## src/hw/rtl/tlb_pkg.sv

```systemverilog
`timescale 1ns / 1ps
`default_nettype none

package tlb_pkg;

    // fixed field widths
    localparam int OP_W   = 3;
    localparam int RES_W  = 3;
    localparam int VPN_W  = 36;
    localparam int OFF_W  = 12;
    localparam int PPN_W  = 28;
    localparam int PA_W   = 40;
    localparam int CNT_W  = 32;
    localparam int NUM_CNT = 6;

    // default geometry
    localparam int DEF_L1_ENTRIES = 16;
    localparam int DEF_L2_ENTRIES = 64;
    localparam int DEF_STAMP_BITS = 32;

    // operation codes
    localparam logic [OP_W-1:0] OP_TR_RD   = 3'd0;
    localparam logic [OP_W-1:0] OP_TR_WR   = 3'd1;
    localparam logic [OP_W-1:0] OP_INVAL   = 3'd2;
    localparam logic [OP_W-1:0] OP_FILL_RD = 3'd3;
    localparam logic [OP_W-1:0] OP_FILL_WR = 3'd4;

    // outcome codes
    localparam logic [RES_W-1:0] RES_L1_HIT = 3'd0;
    localparam logic [RES_W-1:0] RES_L2_HIT = 3'd1;
    localparam logic [RES_W-1:0] RES_WALK   = 3'd2;
    localparam logic [RES_W-1:0] RES_FILLED = 3'd3;
    localparam logic [RES_W-1:0] RES_INVAL  = 3'd4;

    // event counter slots
    localparam int CNT_L1_HIT   = 0;
    localparam int CNT_L1_MISS  = 1;
    localparam int CNT_L2_HIT   = 2;
    localparam int CNT_L2_MISS  = 3;
    localparam int CNT_L1_INVAL = 4;
    localparam int CNT_L2_INVAL = 5;

    // controller to datapath commands
    typedef struct packed {
        logic load;
        logic scan1;
        logic scan2;
        logic l1_hit_upd;
        logic l1_inval;
        logic l2_hit_upd;
        logic l2_miss;
        logic l2_inval;
        logic l2_fill;
        logic l2_move;
        logic l1_promote;
        logic l1_fill;
        logic out_load;
    } t_cmd;

    // datapath to controller status
    typedef struct packed {
        logic last1;
        logic last2;
        logic hit1;
        logic hit2;
        logic out_free;
    } t_sts;

endpackage

`default_nettype wire

```

## src/hw/rtl/tlb_ctrl.sv

```systemverilog
`timescale 1ns / 1ps
`default_nettype none

module tlb_ctrl (
    input  wire logic                     i_clk,
    input  wire logic                     i_rst_n,
    input  wire logic                     i_valid,
    input  wire logic [tlb_pkg::OP_W-1:0] i_operation,
    output logic                          o_stall,
    input  wire tlb_pkg::t_sts            i_sts,
    output tlb_pkg::t_cmd                 o_cmd
);

    localparam logic [3:0] S_IDLE  = 4'd0;
    localparam logic [3:0] S_SCAN1 = 4'd1;
    localparam logic [3:0] S_GAP1  = 4'd2;
    localparam logic [3:0] S_DEC1  = 4'd3;
    localparam logic [3:0] S_SCAN2 = 4'd4;
    localparam logic [3:0] S_GAP2  = 4'd5;
    localparam logic [3:0] S_DEC2  = 4'd6;
    localparam logic [3:0] S_WR2   = 4'd7;
    localparam logic [3:0] S_WR3   = 4'd8;
    localparam logic [3:0] S_OUT   = 4'd9;

    logic [3:0]                r_state;
    logic [3:0]                n_state;
    logic [tlb_pkg::OP_W-1:0]  r_op;
    logic                      w_is_tr;
    logic                      w_is_fill;

    assign w_is_tr   = (r_op == tlb_pkg::OP_TR_RD) || (r_op == tlb_pkg::OP_TR_WR);
    assign w_is_fill = (r_op == tlb_pkg::OP_FILL_RD) || (r_op == tlb_pkg::OP_FILL_WR);
    assign o_stall   = (r_state != S_IDLE);

    // sequencing of one transaction
    always_comb begin
        n_state = r_state;
        o_cmd   = '0;
        case (r_state)
            S_IDLE: begin
                if (i_valid && (i_operation <= tlb_pkg::OP_FILL_WR)) begin
                    o_cmd.load = 1'b1;
                    n_state    = S_SCAN1;
                end
            end
            S_SCAN1: begin
                o_cmd.scan1 = 1'b1;
                if (i_sts.last1) begin
                    n_state = S_GAP1;
                end
            end
            S_GAP1: begin
                n_state = S_DEC1;
            end
            S_DEC1: begin
                if (w_is_tr && i_sts.hit1) begin
                    o_cmd.l1_hit_upd = 1'b1;
                    n_state          = S_OUT;
                end else begin
                    o_cmd.l1_inval = (r_op == tlb_pkg::OP_INVAL);
                    n_state        = S_SCAN2;
                end
            end
            S_SCAN2: begin
                o_cmd.scan2 = 1'b1;
                if (i_sts.last2) begin
                    n_state = S_GAP2;
                end
            end
            S_GAP2: begin
                n_state = S_DEC2;
            end
            S_DEC2: begin
                if (w_is_fill) begin
                    o_cmd.l2_fill = 1'b1;
                    n_state       = S_WR3;
                end else if (!w_is_tr) begin
                    o_cmd.l2_inval = 1'b1;
                    n_state        = S_OUT;
                end else if (i_sts.hit2) begin
                    o_cmd.l2_hit_upd = 1'b1;
                    n_state          = S_WR2;
                end else begin
                    o_cmd.l2_miss = 1'b1;
                    n_state       = S_OUT;
                end
            end
            S_WR2: begin
                o_cmd.l2_move = 1'b1;
                n_state       = S_WR3;
            end
            S_WR3: begin
                o_cmd.l1_fill    = w_is_fill;
                o_cmd.l1_promote = !w_is_fill;
                n_state          = S_OUT;
            end
            S_OUT: begin
                if (i_sts.out_free) begin
                    o_cmd.out_load = 1'b1;
                    n_state        = S_IDLE;
                end
            end
            default: begin
                n_state = S_IDLE;
            end
        endcase
    end

    // state register
    always_ff @(posedge i_clk) begin
        if (!i_rst_n) begin
            r_state <= S_IDLE;
        end else begin
            r_state <= n_state;
        end
    end

    // operation of the transaction in flight
    always_ff @(posedge i_clk) begin
        if (o_cmd.load) begin
            r_op <= i_operation;
        end
    end

endmodule

`default_nettype wire

```

## config.mk

```make
export PLATFORM = sky130hd
export DESIGN_NAME = tlb_ctrl
export DESIGN_NICKNAME = d
export VERILOG_FILES = /design/src/hw/rtl/tlb_pkg.sv /design/src/hw/rtl/tlb_ctrl.sv
export SDC_FILE = /design/constraint.sdc
export NUM_CORES = 1
export LEC_CHECK = 0
export BUFFER_PORTS_ARGS = -buffer_cell sky130_fd_sc_hd__buf_2
export CORE_MARGIN = 1.5
export CORE_UTILIZATION = 39
export DETAILED_ROUTE_END_ITERATION = 16
export GPL_TIMING_DRIVEN = 1
export PLACE_DENSITY = 0.7
export SLEW_MARGIN = 20
export SYNTH_ARGS = -nofsm -noshare
export SYNTH_HDL_FRONTEND = slang
export SYNTH_SLANG_ARGS = --single-unit
```

## constraint.sdc

```tcl
create_clock -name i_clk -period 1.35 [get_ports i_clk]
set_input_delay 0.27 -clock i_clk [delete_from_list [all_inputs] [get_ports i_clk]]
set_output_delay 0.27 -clock i_clk [all_outputs]
set_load 0.1 [all_outputs]
```

==> results of run 1 <==
[synth_stat cells (all sizes together), types with 3 or more instances]
cell	n
nand2b	4
o21ai	4
nor2	10
nand2	4
inv	3
nand3	3
clkbuf	3
dfxtp	4
nor3	5
edfxtp	3
[through the flow]
step	hold slack, ns	std cells	worst slack [ns]	instance area [µm²]
3_3_place_gp	0.459	130	-0.186	1250
2_1_floorplan	0.369	68	-0.778	741
[kinds of logic after synthesis]
logic type / share of synthesized area (%)
flip-flops: 32.9
AND/OR/NAND/NOR: 38.9
AO/OA/AOI/OAI: 19.1
multiplexers: 3.86
buffers and inverters: 5.31
==> flow_summary.yaml, run 1 <==
synth:
  yosysWarnings: 0
  synthArstFlopShare_pct: 0
  synth_top_cell_area_share_pct: 17.4
  synth_edf_count: 3
  netlist_area_um2: 518
  avgSynthCellArea_um2: 7.62
  synth.distinct_cells: 31
  synth_nets: 79
  synth.area.top_cells: "edfxtp_1 17%, dfxtp_1 15%, nor2_1 7.2%"
  synth_area_leader_cell: "edfxtp_1"
  netlist_instances: 68
  ys_seq_area_share_pct: 32.9
  ys_seq_elements: 7
  synthFlopType: "dfxtp_1"
run_status:
  status: "stopped before the end"
  stop_stage: "detailed placement (3_5_place_dp)"
  error: "[ERROR DPL-0038] Utilization greater than 100%, impossible to legalize"
die:
  die_y_um: 39.4
  die_x_um: 39.4
  start_util_pct: 44.2
  io_pins: 25
  num_rows: 12
place:
  place.gp.congestion: 0.991
  io_buffers: 24
==> run 2, diff against run 1 <==
--- a/config.mk
+++ b/config.mk
@@ -6,11 +6,11 @@
 export NUM_CORES = 1
 export LEC_CHECK = 0
 export BUFFER_PORTS_ARGS = -buffer_cell sky130_fd_sc_hd__buf_2
-export CORE_MARGIN = 1.5
-export CORE_UTILIZATION = 39
+export CORE_AREA = 2 2 63 65
 export DETAILED_ROUTE_END_ITERATION = 16
+export DIE_AREA = 0 0 65 67
 export GPL_TIMING_DRIVEN = 1
-export PLACE_DENSITY = 0.7
+export PLACE_DENSITY_LB_ADDON = 0.15
 export SLEW_MARGIN = 20
 export SYNTH_ARGS = -nofsm -noshare
 export SYNTH_HDL_FRONTEND = slang
==> constraint.sdc (replaced) <==
create_clock -name i_clk -period 1.76 [get_ports i_clk]
set_input_delay 0.352 -clock i_clk [delete_from_list [all_inputs] [get_ports i_clk]]
set_output_delay 0.352 -clock i_clk [all_outputs]
set_load 0.1 [all_outputs]
==> run 2 against run 1 <==
Effect of this change: the flow now finishes, with violations (setup timing); area after synthesis unchanged; synthesized cell count unchanged.
==> flow_summary.yaml, run 2 <==
cells_and_area:
  drive_gt1_share_pct: 67.3
  num-nets-final: 122
  regMostFlops: "r_state"
  final_common_cell: "buf_4"
  top_regs: "r_state x4, r_op x3"
  areaGrowthSynthToFinish_pct: 146
  antenna_cells: 0
  mostFrequentLayoutCells: "17 x buf_4, 14 x buf_12, 10 x buf_2"
  final_util_pct: 35.4
  largest_reg_flops: 4
clock_tree:
  path_clk_slew_ns: 0.04
  cts_buffers: 3
  insertion_delay_ns: 0.22
  htree_levels: 1
  cts_sinks: 7
  root_buffer: "clkbuf_8"
  clk_path_buf_depth: 2
  cts_tree: "built"
synth:
  synth.distinct_cells: 31
  yosysMostFrequentCell: "nor2_1"
  synthFlopType: "dfxtp_1"
  yosysWarnings: 0
  synthTopCellsByCount: "10 x nor2_1, 5 x nor3_1"
  synthArstFlopShare_pct: 0
  synth.area.top_cells: "edfxtp_1 17%, dfxtp_1 15%, nor2_1 7.2%"
  netlist_area_um2: 518
  synth_area_leader_cell: "edfxtp_1"
  ys_seq_area_share_pct: 32.9
  synth_nets: 79
  synth_edf_count: 3
  synth_top_cell_area_share_pct: 17.4
  avgSynthCellArea_um2: 7.62
  ys_seq_elements: 7
  netlist_instances: 68
worst_setup_path:
  crit_path_max_fanout: 5
  cp_top_family: "simple AND/OR/NAND/NOR gates"
  worstPathArrival_ns: 1.56
  crit_chain: "and2b_2 > a22oi_2 > nor3b_4 > buf_12"
  cp.depth: 4
  slowest_delay_ns: 0.44
  crit_type: "reg2out"
  critPathBufInv: 1
  crit_required_ns: 1.41
  cp-start-kind: "register"
  cpMaxStageDelayCell: "edfxtp_1"
  endpoint_kind: "output port"
  r2r_cells: 5
timing:
  slew_violations: 0
  fmax_mhz: 524
  fin_crit_sh_pct: 108
  max_slew_margin_pct: 82.7
  worst_pin_slew_ns: 0.253
  period_minus_slack_ns: 1.91
  setup_violations: 5
  fin_ws_ns: -0.149
  rsz0062_at_grt: "yes"
  finClkSkew_ns: 0.00327
  hold_viol_final: 0
die:
  num_rows: 22
  io_pins: 25
  start_util_pct: 14.4
  core_area_mm2: 0.00361
  die_y_um: 67
  die_x_um: 65
  die-area_mm2: 0.00436
routing:
  drt-total-wl_mm: 1.83
  vias_per_cell: 4.13
  wl_per_cell_um: 11.6
  drcViolationCount: 0
  antenna_left: 0
  firstDrtPassIters: 4
  drt_iter0_drc: 17
  vias: 652
global_routing:
  antenna_found_initial: 0
  gr-total-overflow: 0
  grt_pass1_wl_mm: 3.07
  grt_max_degree: 11
  grt_pass1_vias: 672
  grt_util_all_layers_pct: 9.26
flow_run:
  drv_cap: 0
power_and_ir_drop:
  power_leakage_nw: 0.476
  vdd_drop_max_v: 0.000264
  powerDensity_mw_per_mm2: 806
  power_mw: 1.03
place:
  place_ws_ns: 0.0860
  io_buffers: 24
  dp.final_hpwl_mm: 1.51
  place.gp.congestion: 0.769
worst_hold_path:
  hold_path_class: "in2reg"
  whs_path_depth: 1
run_status:
  violations: "setup timing"
  status: "finished, violations left"
==> run 2: cell counts after synthesis <==
Identical to the previous run, type by type.
==> run 2: cell families (layout without fill, tap and decap cells) <==
family	Yosys count	count (layout)	synth area share, %
buffers and inverters	7	49	5.31
multiplexers	2	2	3.86
AND/OR/NAND/NOR	37	37	38.9
AO/OA/AOI/OAI	15	15	19.1
flip-flops	7	7	32.9
==> run 2: final timing paths <==
path / start / endpoint / slack [ns]
max: r_op[1]$_DFFE_PP_ / o_cmd[2] / -0.15
max reg2reg: r_op[1]$_DFFE_PP_ / r_state[3]$_SDFFE_PN0P_ / 0.05
min: i_operation[0] / r_op[0]$_DFFE_PP_ / 0.32
min reg2reg: r_state[0]$_SDFFE_PN0P_ / r_state[0]$_SDFFE_PN0P_ / 0.59
==> run 2: cell type report <==
| class | count | area (µm²) |
|---|---|---|
| sequential | 7 | 180 |
| inverter | 3 | 11.3 |
| clock buffer | 4 | 45.0 |
| tap | 48 | 60.1 |
| fill | 379 | 2330 |
| multi-input combinational | 54 | 509 |
| timing repair buffer | 42 | 469 |
==> run 2: worst register-to-register path: cells and delay by family (launching register included) <==
family,cells,cell delay [ns]
simple gates,2,0.77
compound gates,2,0.27
flops,1,0.44
buf+inv,1,0.16
==> run 2: layer usage <==
layer	track usage [%]	wire length [µm]	vias up
li1	-	-	332
met1	10.2	743	302
met2	17.0	985	16
met3	3.04	93	2
met4	2.39	8	0
met5	0	0	-
==> run 2: metrics by stage <==
stage | TNS [ns] | instances | instance area (µm²) | hold WS (ns)
6_report | -0.447 | 158 | 1270 | 0.322
5_1_grt | -0.736 | 158 | 1270 | 0.318
4_1_cts | -0.422 | 156 | 1240 | 0.319
3_5_place_dp | 0 | 149 | 1160 | 0.545
3_3_place_gp | 0 | 149 | 1160 | 0.542
2_1_floorplan | -1.97 | 68 | 708 | 0.451
==> run 2: where the power goes <==
group          switching (mW)  internal (mW)  leakage, nW
logic                   0.346          0.237        0.391
clock network          0.0616          0.156       0.0228
registers              0.0324          0.194       0.0630
total                   0.440          0.587        0.476
==> run 2: timing repair <==
action / CTS / global route
hold buffers: 0 / 0
pin swaps: 4 / 1
setup endpoints to repair: 10 / 10
gates resized for setup: 5 / 6
setup buffers: 3 / 2
(Power assumes the default switching activity.)
==> run 3, diff against run 2 <==
--- a/config.mk
+++ b/config.mk
@@ -5,12 +5,14 @@
 export SDC_FILE = /design/constraint.sdc
 export NUM_CORES = 1
 export LEC_CHECK = 0
+export ABC_AREA = 0
 export BUFFER_PORTS_ARGS = -buffer_cell sky130_fd_sc_hd__buf_2
 export CORE_AREA = 2 2 63 65
 export DETAILED_ROUTE_END_ITERATION = 16
 export DIE_AREA = 0 0 65 67
 export GPL_TIMING_DRIVEN = 1
 export PLACE_DENSITY_LB_ADDON = 0.15
+export REMOVE_ABC_BUFFERS = 1
 export SLEW_MARGIN = 20
 export SYNTH_ARGS = -nofsm -noshare
 export SYNTH_HDL_FRONTEND = slang
==> run 3 against run 2 <==
Effect of this change: sequential share of layout area increased by 0.80 points; combinational power down 15%; worst hold slack better by 0.0079 ns; clock skew down 0.00078 ns; clock-buffer cell count is the same; sequential cell count stayed put; global-route usage grew 0.30 points; first-iteration DRC count down 18%; the run still ends with setup timing left; register-to-register slack worse by 0.02 ns.
==> flow_summary.yaml, run 3 (synthesized netlist as in run 2, its figures left out) <==
run_status:
  status: "finished, violations left"
  violations: "setup timing"
timing:
  worst_pin_slew_ns: 0.245
  period_minus_slack_ns: 1.92
  hold_viol_final: 0
  slew_violations: 0
  max_slew_margin_pct: 83.7
  fin_crit_sh_pct: 109
  rsz0062_at_grt: "yes"
  setup_violations: 7
  finClkSkew_ns: 0.00249
  hold_ws_ns: 0.330
  fin_ws_ns: -0.160
  fmax_mhz: 521
worst_setup_path:
  crit_required_ns: 1.41
  worstPathArrival_ns: 1.57
  crit_path_max_fanout: 5
  crit_type: "reg2out"
  cp-start-kind: "register"
  endpoint_kind: "output port"
place:
  place.gp.congestion: 0.757
  dp.final_hpwl_mm: 1.53
  dpl_cell_area_mm2: 0.00100
  dp.cells: 151
  io_buffers: 24
power_and_ir_drop:
  p_sw_mw: 0.397
  powerDensity_mw_per_mm2: 790
  comb_power_share_pct: 53.1
  intPower_mw: 0.543
  vdd_drop_max_v: 0.000440
  power_leakage_nw: 0.457
  swShare_pct: 42.2
  clockPowerShare_pct: 23.0
  p_seq_share_pct: 23.8
die:
  core_area_mm2: 0.00361
  die_y_um: 67
  die-area_mm2: 0.00436
  start_util_pct: 14.4
  io_pins: 25
  die_x_um: 65
  num_rows: 22
clock_tree:
  cts_tree: "built"
  root_buffer: "clkbuf_8"
  clk_path_buf_depth: 2
  postCtsHoldBufs: 0
  cts_buffers: 3
  path_clk_slew_ns: 0.04
  cts_sinks: 7
  htree_levels: 1
  insertion_delay_ns: 0.22
cells_and_area:
  num-nets-final: 123
  mostFrequentLayoutCells: "17 x buf_4, 14 x buf_12, 10 x buf_2"
  areaGrowthSynthToFinish_pct: 130
  final_cell_area_mm2: 0.00119
  drive_gt1_share_pct: 61.3
  regMostFlops: "r_state"
  largest_reg_flops: 4
  final_common_cell: "buf_4"
  top_regs: "r_state x4, r_op x3"
  antenna_cells: 0
  fill_cells: 376
  final_util_pct: 33.0
  stdcell_count: 159
global_routing:
  antenna_found_initial: 0
  grt_max_degree: 10
  grt_pass1_vias: 668
  gr-total-overflow: 0
  grt_util_all_layers_pct: 9.56
  grt_pass1_wl_mm: 3.12
routing:
  drcViolationCount: 0
  drt-total-wl_mm: 1.94
  drt_iter0_drc: 14
  antenna_left: 0
  firstDrtPassIters: 4
  vias: 678
  wl_per_cell_um: 12.2
  vias_per_cell: 4.26
flow_run:
  drv_cap: 0
worst_hold_path:
  hold_path_class: "in2reg"
run 3: changes by cell type in the layout (fill, tap and decap cells not counted), moves of 2 or more:
cell,before,now
nor2_4,7,3
nor3_2,0,3
nand2_1,2,4
nor2_1,3,7
nor3_4,3,0
run 3: worst paths after layout:
| check | startpoint | endpoint | slack (ns) | depth (start not counted) |
|---|---|---|---|---|
| max | r_op[2]$_DFFE_PP_ | o_cmd[1] | -0.16 | 5 |
| min | i_operation[0] | r_op[0]$_DFFE_PP_ | 0.33 | 1 |
| max reg2reg | r_op[2]$_DFFE_PP_ | r_state[3]$_SDFFE_PN0P_ | 0.03 | 5 |
| min reg2reg | r_state[3]$_SDFFE_PN0P_ | r_state[2]$_SDFFE_PN0P_ | 0.60 | 2 |
run 3: cell type report:
class / instances / area [µm²] / area share, %
clock buffer: 4 / 45.0 / 3.79
multi-input combinational: 54 / 415 / 34.9
tap: 48 / 60.1 / 5.05
timing repair buffer: 43 / 480 / 40.4
inverter: 3 / 11.3 / 0.946
sequential: 7 / 178 / 14.9
run 3: stage by stage:
| stage | setup slack (ns) | setup TNS (ns) | power (mW) |
|---|---|---|---|
| 3_5_place_dp | 0.00869 | 0 | 0.674 |
| 5_1_grt | -0.211 | -1.13 | 0.995 |
| 4_1_cts | -0.131 | -0.635 | 0.915 |
| 6_report | -0.160 | -0.655 | 0.940 |
| 3_3_place_gp | 0.00775 | 0 | 0.674 |
| 2_1_floorplan | -2.39 | -19.56 | 0.477 |
run 3: repair_timing:
item	4_1_cts	5_1_grt
setup buffers	2	3
resized for setup	9	19
pin swaps	4	4
setup endpoints to repair	8	12
run 3: worst max-delay path, stage by stage, from the launching register on:
cell	delay [ns]
edfxtp_1	0.46
and2b_2	0.27
a22oi_2	0.07
buf_4	0.16
nor3_2	0.18
buf_12	0.21
run 3: power groups by stage:
stage | logic [mW] | clock network (mW) | registers, mW
2_1_floorplan | 0.255 | 0 | 0.222
3_3_place_gp | 0.459 | 0 | 0.216
3_5_place_dp | 0.457 | 0 | 0.217
4_1_cts | 0.475 | 0.225 | 0.215
5_1_grt | 0.528 | 0.241 | 0.226
6_report | 0.499 | 0.217 | 0.224
run 3: routing by layer:
layer  vias up  routed length [µm]  GRT usage, %
li1        336                   -             -
met1       322                 912          12.0
met2        18                 911          15.1
met3         2                  81          2.53
met4         0                  34          4.79
met5         -                   0             0
